===== config.mk =====
export PLATFORM = sky130hd
export DESIGN_NAME = ptps_cell
export DESIGN_NICKNAME = d
export VERILOG_FILES = /design/src/hdl/ptps_pkg.sv /design/src/hdl/ptps_cell.sv
export SDC_FILE = /design/constraint.sdc
export NUM_CORES = 1
export LEC_CHECK = 0
export BUFFER_PORTS_ARGS = -buffer_cell sky130_fd_sc_hd__buf_2
export CORE_AREA = 2 2 84 86
export CTS_CLUSTER_DIAMETER = 200
export DETAILED_ROUTE_END_ITERATION = 16
export DIE_AREA = 0 0 86 88
export MAX_ROUTING_LAYER = met4
export PLACE_DENSITY = 0.78
export SLEW_MARGIN = 20
export SYNTH_ARGS = -nofsm -noshare
export SYNTH_HDL_FRONTEND = slang
export SYNTH_SLANG_ARGS = --single-unit

===== constraint.sdc =====
create_clock -name clk -period 4.95 [get_ports clk]
set_input_delay 0.99 -clock clk [delete_from_list [all_inputs] [get_ports clk]]
set_output_delay 0.99 -clock clk [all_outputs]
set_load 0.1 [all_outputs]

===== src/hdl/ptps_pkg.sv =====
// Package for the process table priority scheduler.
// Holds request mode codes, task state codes, sequencer state codes and the cell control struct.
// No dependencies.
`default_nettype none
package ptps_pkg;

  typedef enum logic [3:0] {
    MODE_CREATE    = 4'd0,
    MODE_TERMINATE = 4'd1,
    MODE_ADD_THR   = 4'd2,
    MODE_SCHEDULE  = 4'd3,
    MODE_WAIT      = 4'd4,
    MODE_SET_PRIO  = 4'd5,
    MODE_GET_PRIO  = 4'd6,
    MODE_BLOCK     = 4'd7,
    MODE_UNBLOCK   = 4'd8,
    MODE_ADD_TICKS = 4'd9,
    MODE_GET_STATE = 4'd10
  } mode_t;

  localparam logic [2:0] ST_RUN     = 3'd1;
  localparam logic [2:0] ST_READY   = 3'd2;
  localparam logic [2:0] ST_BLOCKED = 3'd3;
  localparam logic [2:0] ST_ZOMBIE  = 3'd4;
  localparam logic [2:0] ST_CREATED = 3'd6;

  typedef enum logic [1:0] {
    FSM_IDLE,
    FSM_WORK,
    FSM_SCAN,
    FSM_DONE
  } fsm_t;

  // Command broadcast to every cell of the chain.
  typedef struct packed {
    logic        hit;
    logic [3:0]  mode;
    logic [7:0]  prio;
    logic [31:0] value;
  } cell_cmd_t;

endpackage
`default_nettype wire


===== src/hdl/ptps_cell.sv =====
// One task slot of the table: state, priority, exit code, threads and ticks.
// Also one registered stage of the scheduling chain that carries the best candidate.
// Depends on ptps_pkg.
`default_nettype none
module ptps_cell #(
  parameter int THR_W = 5,
  parameter int ID_W  = 13
) (
  input  wire                  clk,
  input  wire ptps_pkg::cell_cmd_t cmd,
  input  wire                  pick_wr,
  input  wire [ID_W-1:0]       my_id,
  input  wire                  live,
  input  wire [THR_W-1:0]      max_thr,
  // Candidate from the previous cell.
  input  wire [7:0]            best_in,
  input  wire [ID_W-1:0]       pick_in,
  output logic [7:0]           best_out,
  output logic [ID_W-1:0]      pick_out,
  // Read side for the selected slot.
  output logic [2:0]           state_o,
  output logic [7:0]           prio_o,
  output logic [31:0]          exit_o,
  output logic [THR_W-1:0]     thr_o,
  output logic                 thr_ok_o
);
  import ptps_pkg::*;

  logic [2:0]       state_r;
  logic [7:0]       prio_r;
  logic [31:0]      exit_r;
  logic [THR_W-1:0] thr_r;
  logic [31:0]      ticks_r;
  logic             cand;
  logic [7:0]       best_r;
  logic [7:0]       best_nxt;
  logic [ID_W-1:0]  pick_r;
  logic [ID_W-1:0]  pick_nxt;

  // Chain link: take over if this slot beats the best so far.
  always_comb begin
    cand = live && (state_r == ST_READY || state_r == ST_CREATED) && (prio_r > best_in);
    best_nxt = cand ? prio_r : best_in;
    pick_nxt = cand ? my_id : pick_in;
  end

  // The candidate moves one cell along the chain in every cycle.
  always_ff @(posedge clk) begin
    best_r <= best_nxt;
    pick_r <= pick_nxt;
  end

  assign best_out = best_r;
  assign pick_out = pick_r;

  assign state_o  = state_r;
  assign prio_o   = prio_r;
  assign exit_o   = exit_r;
  assign thr_o    = thr_r;
  assign thr_ok_o = thr_r < max_thr;

  // Slot update for the addressed request and for the slot picked by a schedule.
  always_ff @(posedge clk) begin
    if (pick_wr) begin
      state_r <= ST_RUN;
    end
    if (cmd.hit) begin
      case (cmd.mode)
        MODE_CREATE: begin
          state_r <= ST_CREATED;
          prio_r  <= cmd.prio;
          exit_r  <= '0;
          thr_r   <= '0;
          ticks_r <= '0;
        end
        MODE_TERMINATE: begin
          state_r <= ST_ZOMBIE;
          exit_r  <= cmd.value;
        end
        MODE_ADD_THR:   if (thr_ok_o) thr_r <= thr_r + 1'b1;
        MODE_SET_PRIO:  prio_r <= cmd.prio;
        MODE_BLOCK:     state_r <= ST_BLOCKED;
        MODE_UNBLOCK:   state_r <= ST_READY;
        MODE_ADD_TICKS: ticks_r <= ticks_r + cmd.value;
        default: ;
      endcase
    end
  end
endmodule
`default_nettype wire


### After elaboration in Yosys (flattened, before gate mapping)

Index checks and enable logic that the tools add are counted.

| word-level totals | value |
|---|---|
| bits in registers | 69 |
| latch bits | 0 |
| bits in writable memories | 0 |
| memory bits (read-only) | 0 |
| input bits | 87 |
| logic and storage cells | 35 |
| memories kept | 0 |

| operators by class | value |
|---|---|
| add/sub/neg operators | 1 |
| multipliers | 0 |
| div/mod/pow operators | 0 |
| magnitude comparators | 2 |
| equality and inequality tests | 8 |
| shifts and indexed selects | 0 |
| multiplexer cells | 8 |
| bitwise operators | 0 |
| reduce and logical (&&, ||, !) cells | 10 |

Operator list:

| operator | count |
|---|---|
| one-hot mux 32 bit (2 select lines) | 1 |
| 2-to-1 mux 13 bit | 1 |
| one-hot mux 3 bit (4 select lines) | 1 |
| one-hot mux 5 bit (2 select lines) | 1 |
| == test 4 x 3 -> 1 bit, second input constant | 2 |
| greater-than comparator 8 bit | 1 |
| 2-to-1 mux 8 bit | 1 |
| 2-to-1 mux 3 bit | 2 |
| adder 5 x 1 -> 5 bit, second input constant | 1 |
| less-than comparator 5 bit | 1 |
| 2-to-1 mux 5 bit | 1 |
| == test 4 x 1 -> 1 bit, second input constant | 1 |
| == test 4 x 2 -> 1 bit, second input constant | 1 |
| == test 4 bit, second input constant | 1 |
| zero test 4 bit | 1 |
| AND reduction 2 bit | 2 |
| nonzero test 2 bit | 2 |
| == test 3 x 2 -> 1 bit, second input constant | 1 |
| == test 3 bit, second input constant | 1 |
| AND reduction 3 bit | 1 |
| logical AND 1 bit | 2 |
| != test 2 bit, second input constant | 1 |
| OR reduction 2 bit | 1 |
| logical OR 1 bit | 1 |

### Longest topological paths before layout

| depth | value |
|---|---|
| depth after elaboration | 5 |
| depth in mapped cells | 8 |
| mapped depth without buffers | 7 |

### Worst setup path after synthesis

Ideal clock, no wire load.

| timing path | value |
|---|---|
| path type | register -> output |
| start point | register thr_r[1], in the netlist thr_o[1] |
| end point | output port thr_ok_o |
| arrival time | 3.311 ns |
| setup slack | 0.649 ns |
| cell stages (with the launch flop) | 6 |
| buffers on the path | 0 |
| path through | edfxtp_1 > ha_1 > a21o_1 > a21o_1 > a21o_1 > a21oi_1 |

| on the way | value |
|---|---|
| cells in the longest elaborated chain, start to end | 1 |

Ends and longest elaborated chain:

| item | line | text |
|---|---|---|
| start: declaration | ptps_cell.sv:32 | `logic [THR_W-1:0] thr_r;` |
| start signal: assignment | ptps_cell.sv:80 | `MODE_ADD_THR: if (thr_ok_o) thr_r <= thr_r + 1'b1;` |
| less-than comparator 5 bit | ptps_cell.sv:60 | `assign thr_ok_o = thr_r < max_thr;` |
| end: declaration | ptps_cell.sv:25 | `output logic thr_ok_o` |

Every way passes these cells.

### Final worst setup path

| timing path | value |
|---|---|
| start point | input port max_thr[1] |
| end point | output port thr_ok_o |

| on the way | value |
|---|---|
| cells in the longest elaborated chain, start to end | 1 |

Ends and longest elaborated chain:

| item | line | text |
|---|---|---|
| start: declaration | ptps_cell.sv:14 | `input wire [THR_W-1:0] max_thr,` |
| less-than comparator 5 bit | ptps_cell.sv:60 |  |

Every way passes these cells.

==> metrics.md <==
| Metric | Value |
|---|---|
| Detailed placement HPWL | roughly 4.7 mm |
| # setup viols final | 0 |
| Async S/R FF share, synth | 0 |
| # DRC | 0 |
| Worst R2R Path Depth | 6 |
| Vias | 2135 |
| Reg2reg setup slack | about 2700 ps |
| Gp weighted congestion | around 0.8 |
| FILL cells | around 550 |
| Die width | ~86 microns |
| R2r endpoint | best_out[6]$_DFF_P_ |
| Status | finished clean |
| Area share of the largest cell type after synthesis | 0.4685 |
| Syn_area_per_cell | 14.00 sq um |
| Initial Utilization | 0.4341 |
| Top FF cell, synth | edfxtp_1 |
| Setup bufs post-CTS | 0 |
| Max clock buf depth | 2 |
| Worst clock skew | 6.705 ps |
| Vias per std cell | 4.682 |
| Nets | 471 |
| CP max stage cell | buf_2 |
| Wire length per cell | approximately 13 microns |
| Pwr dens | 333.6 mW/mm^2 |
| Syn_nets | about 310 |
| Hold path depth | 1 |
| Max-Cap Viols | 0 |
| Fmax | just under 300 MHz |
| Most frequent cell on the critical path | a21o_1 |
| Crit path cell chain | buf_2 -> inv_1 -> ha_1 -> a21o_1 -> a21o_1 -> a21o_1 -> a21oi_1 -> buf_2 |
| Placed Instances | 439 |
| Antenna violations before repair | 0 |
| Detailed-route wire length | slightly above 6 mm |
| Port buffer count | between 150 and 200 |
| Number of top-level pins | 157 |
| Resized Gates After CTS | 0 |
| CTS buffer count | 9 |
| TritonCTS clock tree | done |
| Synthesized area | just under 0.003 sq mm |
| Synth Instances | between 200 and 250 |
| Fraction of layout cells with a size suffix above 1 | 0.5000 |
| Synth cell count leaders | 45 x edfxtp_1, 33 x and2_1, 24 x dfxtp_1 |
| Cell taking the most area after synthesis | edfxtp_1 |
| Antenna Cells | 0 |
| Worst hold path class | reg2reg |
| Hold-fix buffer count after cts | 0 |
| Largest net degree at the start of global routing | 34 |
| Slew @ Worst Pin | ~680 ps |
| WP data arrival | between 2000 and 2500 ps |
| Root Driver | clkbuf_8 |
| Worst min-delay path startpoint | state_o[2]$_DFF_P_ |
| Slew Viols, Final | 0 |
| Core area | around 0.0066 sq mm |
| CP Max Fanout | 2 |
| Sequential fraction of the synthesis area | 0.6351 |
| Clk Latency, worst-skew pair | between 300 and 400 ps |
| DR pass1 iterations | 4 |
| Critical path launch point type | input port |
| Die H | slightly below 90 microns |
| H-tree lvl count | 3 |
| Rel. slew slack | 0.5420 |
| RSZ-0062 raised after global routing | false |
| GRT Util Overall | 0.1577 |
| Num rows | 30 |
| Slowest stage delay, CP | roughly 430 ps |
| Final Hold Violating Endpoints | 0 |
| Post-DRT Antenna Nets | 0 |
| Cells taking the most area after synthesis | edfxtp_1 47%, dfxtp_1 17%, and2_1 7.2% |
| Fin crit share | 0.6913 |
| Die ar. | between 0.007 and 0.008 sq mm |
| Clk sink count | 69 |
| Clk slew on worst S/H paths | around 70 ps |
| Peak supply drop | 198.5 uV |
| Post-synth EDFFs | 45 |
| Non-Filler Instances | 456 |
| Final TNS setup | 0 ps |
| Area grow syn2layout | 37.35% |
| Setup crit end kind | primary output |
| Leak Pwr | about 1.8 nW |
| CP Class | in2out |
| First-pass GRT wire length | 8.880 mm |
| Ys Warns | 0 |
| Critical Path RT | roughly 4000 ps |
| Gr ovfl total | 0 |
| Min-Delay Endpoint | state_o[2]$_DFF_P_ |
| DRT iter0 DRCs | 52 |
| FF+latch count, synth | 69 |
| Top-count cell post-synth | edfxtp_1 |
| Worst r2r src | prio_o[7]$_DFFE_PP_ |
| Vias in the first global route | between 2000 and 2500 |
| Distinct cells, synth | 30 |
| Fin crit period | between 3000 and 4000 ps |
through the flow:
step,instance area [sq um],setup WS (ps),hold slack [ps],util,power (mW)
floorplan,2884,649.0,924.1,-,0.8458
global placement,3760,1545,468.4,0.5659,0.9065
detailed placement,3760,1524,467.3,0.5659,0.9107
CTS,3948,1526,483.8,0.5942,1.336
global route,3961,1401,509.9,0.5962,1.368
finish,3961,1528,475.7,0.5962,1.321
kinds of logic after synthesis:
family,share of synthesized area
muxes,0.09501
adders and majority gates,0.05640
DFF,0.6351
buffers and inverters,0.02993
and+or+nand+nor,0.1271
xor gates and xnor gates,0.009112
AOI/OAI and AO/OA,0.04729
registers in the layout, indices dropped and copies added, names as in the netlist:
signal,count
thr_o,5
exit_o,32
best_out,8
prio_o,8
pick_out,13
state_o,3
area by class of cell:
type / instances / area, sq um / share of cell area
timing repair buffer: 159 / 809.5 / 0.2044
inverter: 14 / 52.55 / 0.01327
clock inverter: 5 / 35.03 / 0.008844
multi-input combinational: 118 / 979.7 / 0.2473
tap: 80 / 100.1 / 0.02527
clock buffer: 11 / 152.6 / 0.03853
sequential: 69 / 1832 / 0.4624
worst max-delay path: cells and delay by family:
family,cells,cell delay (ps)
AO/OA/AOI/OAI,4,630
buffers and inverters,3,530
adder cells (fa/ha/maj),1,280
report_power, final:
group	internal, mW	leakage (nW)	switching (mW)	total, mW
combinational	0.0606	1.13	0.199	0.260
clock	0.212	0.0944	0.212	0.424
sequential	0.631	0.554	0.00656	0.638
layer usage:
layer  GRT usage  vias up  part of all wire
li1            -     1058                 -
met2      0.2650      102              0.51
met5           -        -                 0
met3     0.04713       10             0.082
met4     0.07215        0             0.012
met1      0.1724      965              0.40
how the worst max path moves through the flow:
stage | from | to | slack (ps)
after floorplan | thr_o[1]$_SDFFCE_PP0P_ | thr_ok_o | 650
after global placement | max_thr[1] | thr_ok_o | 1550
after detailed placement | max_thr[1] | thr_ok_o | 1520
after CTS | max_thr[1] | thr_ok_o | 1530
after global routing | max_thr[1] | thr_ok_o | 1400
final | max_thr[1] | thr_ok_o | 1530
placed cells by master (no fill, tap or decap), drive strengths merged, types with 2 or more instances in the layout:
cell type / n
mux2: 21
nand4: 2
nand3: 5
clkbuf: 12
xor2: 2
a31oi: 2
and2: 33
nand2b: 4
edfxtp: 45
a21o: 4
o21ai: 3
clkinv: 4
nor2: 9
ha: 13
buf: 158
inv: 14
a21oi: 5
dfxtp: 24
nand2: 5
(Power assumes the default switching activity.)
